File: config.mk
export PLATFORM = sky130hd
export DESIGN_NAME = lru_tile_key_cache_flat
export DESIGN_NICKNAME = d
export VERILOG_FILES = /design/src/rtl/lrukc_pkg.sv /design/src/rtl/lrukc_if.sv /design/src/rtl/lrukc_cell.sv /design/src/rtl/lru_tile_key_cache.sv /design/src/flat_wrapper.sv
export SDC_FILE = /design/constraint.sdc
export NUM_CORES = 1
export LEC_CHECK = 0
export ABC_AREA = 1
export BUFFER_PORTS_ARGS = -buffer_cell sky130_fd_sc_hd__buf_4
export CORE_MARGIN = 2
export CORE_UTILIZATION = 37
export DETAILED_ROUTE_END_ITERATION = 8
export SETUP_SLACK_MARGIN = 0.15
export SKIP_CTS_REPAIR_TIMING = 1
export SLEW_MARGIN = 20
export SYNTH_ARGS = -nofsm -noshare
export SYNTH_HDL_FRONTEND = slang
export SYNTH_HIERARCHICAL = 1
export SYNTH_SLANG_ARGS = --single-unit
export TNS_END_PERCENT = 10
File: constraint.sdc
create_clock -name clk -period 10.4 [get_ports clk]
set_input_delay 3.12 -clock clk [delete_from_list [all_inputs] [get_ports clk]]
set_output_delay 3.12 -clock clk [all_outputs]
set_load 0.02 [all_outputs]
File: src/rtl/lrukc_pkg.sv
`timescale 1ns / 1ps

package lrukc_pkg;

    localparam int ENTRIES = 16;
    localparam int SLOT_W  = $clog2(ENTRIES);
    localparam int RANK_W  = $clog2(ENTRIES);
    localparam int FILL_W  = $clog2(ENTRIES + 1);
    localparam int LAT_W   = 8;
    localparam int LON_W   = 9;
    localparam int CAP_W   = 5;
    localparam int MISS_W  = 32;

    localparam logic [CAP_W-1:0] CAP_RESET = CAP_W'(16);

    // lookup context broadcast to every cell
    typedef struct packed {
        logic signed [LAT_W-1:0] lat;
        logic signed [LON_W-1:0] lon;
        logic [FILL_W-1:0]       fill;
        logic [RANK_W-1:0]       last_rank;
    } look_t;

    // update command broadcast to every cell
    typedef struct packed {
        logic                    en;
        logic                    write;
        logic [SLOT_W-1:0]       slot;
        logic [RANK_W-1:0]       old_rank;
        logic signed [LAT_W-1:0] lat;
        logic signed [LON_W-1:0] lon;
    } upd_t;

    // accumulated match and victim info handed from cell to cell
    typedef struct packed {
        logic                    hit;
        logic [SLOT_W-1:0]       hit_slot;
        logic [RANK_W-1:0]       hit_rank;
        logic [SLOT_W-1:0]       vic_slot;
        logic signed [LAT_W-1:0] vic_lat;
        logic signed [LON_W-1:0] vic_lon;
    } chain_t;

    typedef enum logic [1:0] {
        ST_IDLE = 2'b01,
        ST_LOOK = 2'b10
    } state_t;

endpackage

File: src/rtl/lrukc_if.sv
`timescale 1ns / 1ps

interface lrukc_key_if import lrukc_pkg::*; ();
    logic                    valid;
    logic                    ready;
    logic signed [LAT_W-1:0] key_lat;
    logic signed [LON_W-1:0] key_lon;

    modport source (output valid, output key_lat, output key_lon, input ready);
    modport sink   (input valid, input key_lat, input key_lon, output ready);
endinterface

interface lrukc_res_if import lrukc_pkg::*; ();
    logic                    valid;
    logic                    ready;
    logic                    hit;
    logic [SLOT_W-1:0]       slot;
    logic                    evicted;
    logic signed [LAT_W-1:0] evicted_lat;
    logic signed [LON_W-1:0] evicted_lon;
    logic [MISS_W-1:0]       miss_total;

    modport source (output valid, output hit, output slot, output evicted,
                    output evicted_lat, output evicted_lon, output miss_total,
                    input ready);
    modport sink   (input valid, input hit, input slot, input evicted,
                    input evicted_lat, input evicted_lon, input miss_total,
                    output ready);
endinterface

interface lrukc_cfg_if import lrukc_pkg::*; ();
    logic             valid;
    logic             ready;
    logic [CAP_W-1:0] capacity;

    modport source (output valid, output capacity, input ready);
    modport sink   (input valid, input capacity, output ready);
endinterface

File: src/rtl/lrukc_cell.sv
`timescale 1ns / 1ps

module lrukc_cell import lrukc_pkg::*;
(
    input  logic              clk,
    input  logic [SLOT_W-1:0] cell_idx,
    input  look_t             look,
    input  upd_t              upd,
    input  chain_t            chain_in,
    output chain_t            chain_out
);

    logic signed [LAT_W-1:0] lat_reg;
    logic signed [LON_W-1:0] lon_reg;
    logic [RANK_W-1:0]       rank_reg;
    logic                    occupied;
    logic                    match;
    logic                    victim;
    logic                    sel;

    assign occupied = FILL_W'(cell_idx) < look.fill;
    assign match    = occupied && (lat_reg == look.lat) && (lon_reg == look.lon);
    // ranks form a permutation, so exactly one occupied cell holds the oldest
    assign victim   = occupied && (rank_reg == look.last_rank);
    assign sel      = (cell_idx == upd.slot);

    always_comb
    begin
        chain_out          = chain_in;
        chain_out.hit      = chain_in.hit | match;
        chain_out.hit_slot = chain_in.hit_slot | (match ? cell_idx : '0);
        chain_out.hit_rank = chain_in.hit_rank | (match ? rank_reg : '0);
        chain_out.vic_slot = chain_in.vic_slot | (victim ? cell_idx : '0);
        chain_out.vic_lat  = chain_in.vic_lat | (victim ? lat_reg : '0);
        chain_out.vic_lon  = chain_in.vic_lon | (victim ? lon_reg : '0);
    end

    always_ff @(posedge clk)
    begin
        if (upd.en)
        begin
            if (sel)
            begin
                rank_reg <= '0;
                if (upd.write)
                begin
                    lat_reg <= upd.lat;
                    lon_reg <= upd.lon;
                end
            end
            else if (occupied && (rank_reg < upd.old_rank))
            begin
                rank_reg <= rank_reg + RANK_W'(1);
            end
        end
    end

endmodule

File: src/rtl/lru_tile_key_cache.sv
`timescale 1ns / 1ps

// Channel | Dir | Payload
// key     | in  | key_lat[7:0] signed, key_lon[8:0] signed
// res     | out | hit, slot[3:0], evicted, evicted_lat, evicted_lon, miss_total[31:0]
// cfg     | in  | capacity[4:0]
//
// Per key, accept registers the key, then the lookup state runs the tag
// compare across the cell row and commits the recency update.
// A new key is taken while the previous result waits in the output register.
// If that register is still full, the lookup holds until res is taken.
// Reset empties the store, clears the miss count and sets capacity to 16.
module lru_tile_key_cache import lrukc_pkg::*;
(
    input  logic         clk,
    input  logic         rst_n,
    lrukc_key_if.sink    key,
    lrukc_res_if.source  res,
    lrukc_cfg_if.sink    cfg
);

    state_t                  state_reg, state_next;
    logic signed [LAT_W-1:0] lat_reg;
    logic signed [LON_W-1:0] lon_reg;
    logic [CAP_W-1:0]        cap_reg;
    logic [FILL_W-1:0]       fill_reg, fill_next;
    logic [MISS_W-1:0]       miss_reg, miss_next;
    logic                    res_valid_reg;

    logic                    hit_reg;
    logic [SLOT_W-1:0]       slot_reg;
    logic                    evicted_reg;
    logic signed [LAT_W-1:0] ev_lat_reg;
    logic signed [LON_W-1:0] ev_lon_reg;

    look_t                   look;
    upd_t                    upd;
    chain_t                  chain [ENTRIES+1];
    chain_t                  tail;
    logic [FILL_W-1:0]       eff_cap;
    logic                    finish;
    logic                    evict;
    logic [SLOT_W-1:0]       slot_sel;

    assign key.ready = (state_reg == ST_IDLE);
    assign cfg.ready = 1'b1;

    assign look.lat       = lat_reg;
    assign look.lon       = lon_reg;
    assign look.fill      = fill_reg;
    assign look.last_rank = RANK_W'(fill_reg - FILL_W'(1));

    assign chain[0] = '0;

    genvar gi;
    generate
        for (gi = 0; gi < ENTRIES; gi++)
        begin : g_cell
            lrukc_cell u_cell (
                .clk       (clk),
                .cell_idx  (SLOT_W'(gi)),
                .look      (look),
                .upd       (upd),
                .chain_in  (chain[gi]),
                .chain_out (chain[gi+1])
            );
        end
    endgenerate

    assign tail = chain[ENTRIES];

    always_comb
    begin
        if (cap_reg == '0)
            eff_cap = FILL_W'(1);
        else if (32'(cap_reg) > ENTRIES)
            eff_cap = FILL_W'(ENTRIES);
        else
            eff_cap = FILL_W'(cap_reg);
    end

    assign finish = (state_reg == ST_LOOK) && (!res_valid_reg || res.ready);
    assign evict  = !tail.hit && (fill_reg >= eff_cap) && (fill_reg != '0);

    always_comb
    begin
        if (tail.hit)
            slot_sel = tail.hit_slot;
        else if (evict)
            slot_sel = tail.vic_slot;
        else
            slot_sel = SLOT_W'(fill_reg);

        upd.en    = finish;
        upd.write = !tail.hit;
        upd.slot  = slot_sel;
        upd.lat   = lat_reg;
        upd.lon   = lon_reg;
        if (tail.hit)
            upd.old_rank = tail.hit_rank;
        else if (evict)
            upd.old_rank = look.last_rank;
        else
            upd.old_rank = RANK_W'(fill_reg);

        fill_next = fill_reg;
        miss_next = miss_reg;
        if (!tail.hit)
        begin
            miss_next = miss_reg + MISS_W'(1);
            if (!evict)
                fill_next = fill_reg + FILL_W'(1);
        end
    end

    always_comb
    begin
        state_next = state_reg;
        case (state_reg)
            ST_IDLE:
            begin
                if (key.valid)
                    state_next = ST_LOOK;
            end
            ST_LOOK:
            begin
                if (finish)
                    state_next = ST_IDLE;
            end
            default:
            begin
                state_next = ST_IDLE;
            end
        endcase
    end

    always_ff @(posedge clk or negedge rst_n)
    begin
        if (!rst_n)
        begin
            state_reg     <= ST_IDLE;
            cap_reg       <= CAP_RESET;
            fill_reg      <= '0;
            miss_reg      <= '0;
            res_valid_reg <= 1'b0;
        end
        else
        begin
            state_reg <= state_next;
            if (cfg.valid)
                cap_reg <= cfg.capacity;
            if (finish)
            begin
                fill_reg      <= fill_next;
                miss_reg      <= miss_next;
                res_valid_reg <= 1'b1;
            end
            else if (res.ready)
            begin
                res_valid_reg <= 1'b0;
            end
        end
    end

    always_ff @(posedge clk)
    begin
        if (key.valid && key.ready)
        begin
            lat_reg <= key.key_lat;
            lon_reg <= key.key_lon;
        end
        if (finish)
        begin
            hit_reg     <= tail.hit;
            slot_reg    <= slot_sel;
            evicted_reg <= evict;
            ev_lat_reg  <= evict ? tail.vic_lat : '0;
            ev_lon_reg  <= evict ? tail.vic_lon : '0;
        end
    end

    assign res.valid       = res_valid_reg;
    assign res.hit         = hit_reg;
    assign res.slot        = slot_reg;
    assign res.evicted     = evicted_reg;
    assign res.evicted_lat = ev_lat_reg;
    assign res.evicted_lon = ev_lon_reg;
    assign res.miss_total  = miss_reg;

endmodule

File: src/flat_wrapper.sv
// flat-port wrapper written by rule: the top's interface ports become plain ports
module lru_tile_key_cache_flat import lrukc_pkg::*;
  (clk, rst_n, key_valid, key_key_lat, key_key_lon, key_ready, res_valid, res_hit, res_slot, res_evicted, res_evicted_lat, res_evicted_lon, res_miss_total, res_ready, cfg_valid, cfg_capacity, cfg_ready);
  lrukc_key_if key_i ();
  lrukc_res_if res_i ();
  lrukc_cfg_if cfg_i ();
  input  logic clk;
  input  logic rst_n;
  input wire logic [$bits(key_i.valid)-1:0] key_valid;
  input wire logic [$bits(key_i.key_lat)-1:0] key_key_lat;
  input wire logic [$bits(key_i.key_lon)-1:0] key_key_lon;
  output wire logic [$bits(key_i.ready)-1:0] key_ready;
  output wire logic [$bits(res_i.valid)-1:0] res_valid;
  output wire logic [$bits(res_i.hit)-1:0] res_hit;
  output wire logic [$bits(res_i.slot)-1:0] res_slot;
  output wire logic [$bits(res_i.evicted)-1:0] res_evicted;
  output wire logic [$bits(res_i.evicted_lat)-1:0] res_evicted_lat;
  output wire logic [$bits(res_i.evicted_lon)-1:0] res_evicted_lon;
  output wire logic [$bits(res_i.miss_total)-1:0] res_miss_total;
  input wire logic [$bits(res_i.ready)-1:0] res_ready;
  input wire logic [$bits(cfg_i.valid)-1:0] cfg_valid;
  input wire logic [$bits(cfg_i.capacity)-1:0] cfg_capacity;
  output wire logic [$bits(cfg_i.ready)-1:0] cfg_ready;
  assign key_i.valid = key_valid;
  assign key_i.key_lat = key_key_lat;
  assign key_i.key_lon = key_key_lon;
  assign key_ready = key_i.ready;
  assign res_valid = res_i.valid;
  assign res_hit = res_i.hit;
  assign res_slot = res_i.slot;
  assign res_evicted = res_i.evicted;
  assign res_evicted_lat = res_i.evicted_lat;
  assign res_evicted_lon = res_i.evicted_lon;
  assign res_miss_total = res_i.miss_total;
  assign res_i.ready = res_ready;
  assign cfg_i.valid = cfg_valid;
  assign cfg_i.capacity = cfg_capacity;
  assign cfg_ready = cfg_i.ready;
  lru_tile_key_cache u_core (.clk(clk), .rst_n(rst_n), .key(key_i), .res(res_i), .cfg(cfg_i));
endmodule
==> Yosys cells after proc, flatten, opt, wreduce, memory -nomap -nowiden <==
Cells that the tools add are included.
{ "op_classes": {"add_sub_neg": 19, "magnitude_cmp": 34, "eq_ne": 67, "mux": 105, "n_bitwise": 90, "reduce_logical": 126} }
{ "op_table": {"columns": ["op", "n"], "rows": [
  ["$mux W4", 52],
  ["$eq A9 B9 Y1", 16],
  ["$mux W9", 16],
  ["$or A9 B9 Y9", 15],
  ["$eq A8 B8 Y1", 16],
  ["$mux W8", 16],
  ["$or A4 B4 Y4", 31],
  ["$or A8 B8 Y8", 15],
  ["$logic_and A1 B1 Y1", 68],
  ["$add A4 B1 Y4 const B", 16],
  ["$eq A4 B4 Y1", 16],
  ["$lt A4 B4 Y1", 16],
  ["$reduce_and A3 Y1", 17],
  ["$lt A4 B5 Y1 const A", 8],
  ["$reduce_and A2 Y1", 18],
  ["$reduce_bool A2 Y1", 17],
  ["$add A32 B1 Y32 const B", 1],
  ["$eq A4 B4 Y1 const A", 8],
  ["$or A4 B3 Y4", 8],
  ["$mux W3", 8],
  ["$lt A3 B5 Y1 const A", 4],
  ["$eq A3 B4 Y1 const A", 4],
  ["$or A4 B2 Y4", 4],
  ["$or A1 B1 Y1", 15],
  ["other kinds (22)", 36]
]} }
{ "word_totals": {"regBits": 421, "inputBits": 27, "out_inout_bits": 58} }

==> Logic depth before layout (Yosys ltp) <==
{ "depth": {"depth_word": 27, "depth_mapped": 51} }

==> Hierarchy <==
Netlist, hierarchy kept.
{ "modules_own_cells": {"columns": ["module", "n_inst", "cells_per_inst", "area_each_um2", "seq_area_each_um2"], "rows": [
  ["lrukc_cell (u_core.g_cell[0].u_cell ...)", 10, 218, 1741.7, 630.6],
  ["lrukc_cell (u_core.g_cell[12].u_cell ...)", 5, 210, 1735.4, 630.6],
  ["lru_tile_key_cache", 1, 513, 4355.4, 2329.7],
  ["lrukc_cell (u_core.g_cell[9].u_cell)", 1, 210, 1677.9, 630.6]
]} }

==> Worst setup path before layout <==
No wires, ideal clock.
{ "synth_timing": {"path_type": "flip-flop to flip-flop", "startpoint": "register u_core.fill_reg[0]", "endpoint": "register u_core.g_cell[0].u_cell.lat_reg[0], enable pin", "t_arrival_ns": 7.335, "required_time_ns": 10.009, "slack_ns": 2.674, "stages_incl_launch_ff": 29, "n_path_buf": 1, "synth_period_minus_slack_ns": 7.726, "cell_sequence": "dfrtp_1 > inv_1 > ha_1 > xor2_1 > xor2_1 > nor3_2 > nand2_2 > buf_6 > o21bai_2 > o21bai_2 > o21bai_2 > o21bai_2 > o21bai_2 > o21bai_2 > o21bai_2 > o21bai_2 > o21bai_1 > o21bai_2 > o21bai_2 > o21bai_2 > o21bai_2 > o21bai_2 > o21bai_2 > nand3_1 > a21oi_1 > xnor2_1 > and3_1 > nand2_1 > nor2_1"} }
{ "synth_rtl": {"columns": ["element", "line", "source"], "rows": [
  ["start, declared", "lru_tile_key_cache.sv:26", "logic [FILL_W-1:0] fill_reg, fill_next;"],
  ["start signal, assigned", "lru_tile_key_cache.sv:154", "fill_reg <= fill_next;"],
  ["end signal, assigned", "lrukc_cell.sv:47", "lat_reg <= upd.lat;"],
  ["end, declared", "lrukc_cell.sv:13", "logic signed [LAT_W-1:0] lat_reg;"]
]} }

==> results by group <==
Flow run
  • Max-Cap Viols: 0

Synthesis
  • Mux cell area share after synthesis: 0%
  • Largest family of logic cells by synthesized area: simple AND/OR/NAND/NOR gates
  • Adder-cell share of the synthesized area: ~4.7%
  • Xor-xnor portion of the synthesized cell area: ~7.3%
  • Post-synth design cell area: 0.0321 mm^2
  • Cell count after synthesis: approximately 4000
  • Seq cells post-synth: ~420
  • Top FF cell, synth: edfxtp_1
  • Ys Warns: 6
  • Post-synthesis sequential area ratio: 38.7%
  • Synth Area in Simple Gates: between 20% and 30%
  • Post-synthesis compound-gate area fraction: between 10% and 20%
  • Unique masters post-synth: 36
  • Post-synth EDFFs: 376
  • Syn_area_per_cell: about 8 um^2
  • Ys async rst share: 10.7%

Global route
  • Initial antenna violation count: 0
  • First-pass GRT wire length: 122000 um
  • Total grt overflow: 0
  • Total track usage: 17.1%
  • Vias in the first global route: 22300
  • Largest net degree at the start of global routing: 56

Critical path
  • CP max stage delay: 750 ps
  • Worst Path Max Fanout: 21
  • Worst Path Arrival: 7620 ps
  • Crit path kind: reg2reg
  • CP max stage cell: dfrtp_1
  • Worst Path Required: 10690 ps
  • Critical path endpoint category: flip-flop
  • Cell mode on critical path: o21bai_2
  • Startpoint type of the worst setup path: flip-flop

Floorplan
  • Die Ht: 299 um
  • CORE AREA: approximately 0.086 mm^2
  • Top-Level Pins: 85
  • Initial core utilization: 37.2%
  • Width of the die: 299 um
  • Die area: 0.0892 mm^2
  • Row count: 108

Detailed routing
  • Via count: 24200
  • WL met2: between 30000 and 40000 um
  • DRT Pass-1 Iters: 6
  • DRC viols: 0
  • Metal3 WL: 2640 um
  • Post-route ant nets: 0
  • Met1 WL: 35200 um
  • Top Metal Used: met4
  • Final WL: 76800 um
  • 1st-iter DRT viols: 1129
  • Via density: 4.34
  • Avg WL per Cell: around 14 um

Clocking
  • H-tree depth: 2
  • Worst-Skew Late Latency: 620 ps
  • Root Buffer: clkbuf_16
  • CTS Buffer Depth: 3
  • Reg clk slew, reported paths: roughly 60 ps
  • Clk sink count: ~420
  • CTS tree: built
  • CTS Buf Count: 51

Power and ir drop
  • Design Power: 5790 uW
  • LEAKAGE: 0.0183 uW
  • Peak supply drop: 119 uV
  • Pwr/cell area: between 150 and 200 mW/mm^2

Hold path
  • Worst hold path type: reg2reg

Timing
  • Fmax: 136 MHz
  • Final setup violation count: 0
  • Worst hold slack: 496 ps
  • Max_slew headroom: 25.4%
  • Crit path time final: around 7300 ps
  • Worst slew pin tran: 1120 ps
  • Slew Limit Fails: 0
  • Clock skew: roughly 30 ps
  • Final hold vios: 0
  • Setup repair after global routing missed its margin: no
  • Tcrit/Tclk final: 70.5%
  • TNS Setup: 0 ps

Layout
  • Proportion of layout cells with a drive suffix above 1: about 15%
  • Final net count: between 4000 and 5000
  • Area Growth Syn to Fin: 14.6%
  • Max FFs per register: between 100 and 150
  • Ant diodes: 0
  • Fin area: roughly 0.037 mm^2

Placed design
  • RePlAce Congestion: ~0.84
  • Hpwl dp: 56100 um
  • DP Area: 0.0352 mm^2
  • I/O Buffers: 83

Run status
  • Status: finished clean
## cells in the final DEF, fill, tap and decap left out, types with 43 or more instances in the layout
cell type  instances
conb_1           271
buf_4            132
xnor2_1          112
o21bai_2         280
xor2_1           154
ha_1             121
inv_1            904
clkbuf_16         52
nand3_1          199
dfrtp_1           43
nor2_1           346
edfxtp_1         376
nand2_1         1072
## stage by stage
step	instances	setup WS [ps]	utilization, %
CTS	5563	3070	42.6
detailed placement	5468	3100	40.8
global route	5563	2570	42.6
finish	5563	3070	42.6
global placement	5468	3160	40.8
floorplan	4222	2670	-
## critical path, delay by kind of cell (launching register included)
family,cells,cell delay [ps]
compound gates,16,2780
xor+xnor,3,500
fa+ha+maj,1,340
buf+inv,4,1250
flops,1,750
simple gates,6,1320
## final cells by class
class | instances | area, um^2
timing repair buffer | 132 | 991
inverter | 924 | 3470
multi-input combinational | 2836 | 16900
clock buffer | 69 | 1390
clock inverter | 26 | 214
tap | 1155 | 1450
sequential | 421 | 12400
fill | 8506 | 49500
## synthesized netlist by cell type (16+ instances only)
| cell type | count | share of area (%) |
|---|---|---|
| nand2_2 | 18 | 0.35 |
| dfrtp_1 | 43 | 3.3 |
| edfxtp_1 | 376 | 35 |
| ha_1 | 121 | 4.7 |
| a21oi_1 | 37 | 0.58 |
| nor3_2 | 31 | 0.97 |
| xor2_1 | 156 | 4.3 |
| inv_1 | 905 | 11 |
| and3_1 | 16 | 0.31 |
| o21bai_4 | 30 | 1.8 |
| o21bai_1 | 32 | 0.75 |
| nor2_1 | 346 | 4.0 |
| xnor2_1 | 112 | 3.1 |
| inv_2 | 19 | 0.22 |
| nor2_4 | 25 | 0.88 |
| nor2_2 | 18 | 0.35 |
| nand2_1 | 1072 | 13 |
| nand3_2 | 16 | 0.50 |
| o21bai_2 | 280 | 9.8 |
| nand3_1 | 199 | 3.1 |
| buf_6 | 32 | 1.1 |
## cell families (layout without fill, tap and decap cells)
kind of cell / Yosys count / count (layout)
AO/OA/AOI/OAI: 402 / 402
XOR/XNOR: 268 / 268
adder cells (fa/ha/maj): 121 / 121
buffers and inverters: 965 / 1151
flip-flops: 421 / 421
other: 2 / 271
AND/OR/NAND/NOR: 1774 / 1774
## path summary, 6_finish.rpt
kind / startpoint / endpoint / slack [ps] / cells past startpoint
setup / recovery: u_core/fill_reg[0] / u_core/g_cell[0].u_cell/lon_reg[2] / 3070 / 30
hold / removal: u_core/res.valid / u_core/state_reg[0] / 500 / 1
setup reg to reg: u_core/fill_reg[0] / u_core/g_cell[0].u_cell/lon_reg[2] / 3070 / 30
hold reg to reg: u_core/res.valid / u_core/state_reg[0] / 500 / 1
max in group asynchronous: rst_n / u_core/res.miss_total[5] / 7420 / 1
min in group asynchronous: rst_n / u_core/cap_reg[0] / 2520 / 1
## report_power, final
group          internal, uW  switching [uW]
Sequential             1900            56.1
Combinational           925            1180
Clock                   986             742
## per-layer routing
layer,track usage (%),vias to the layer above
met5,0,-
met4,4.44,0
met3,2.02,96
met2,29.8,367
met1,22.4,11000
li1,-,12700
Note: power is estimated with default switching activity, not from simulation.
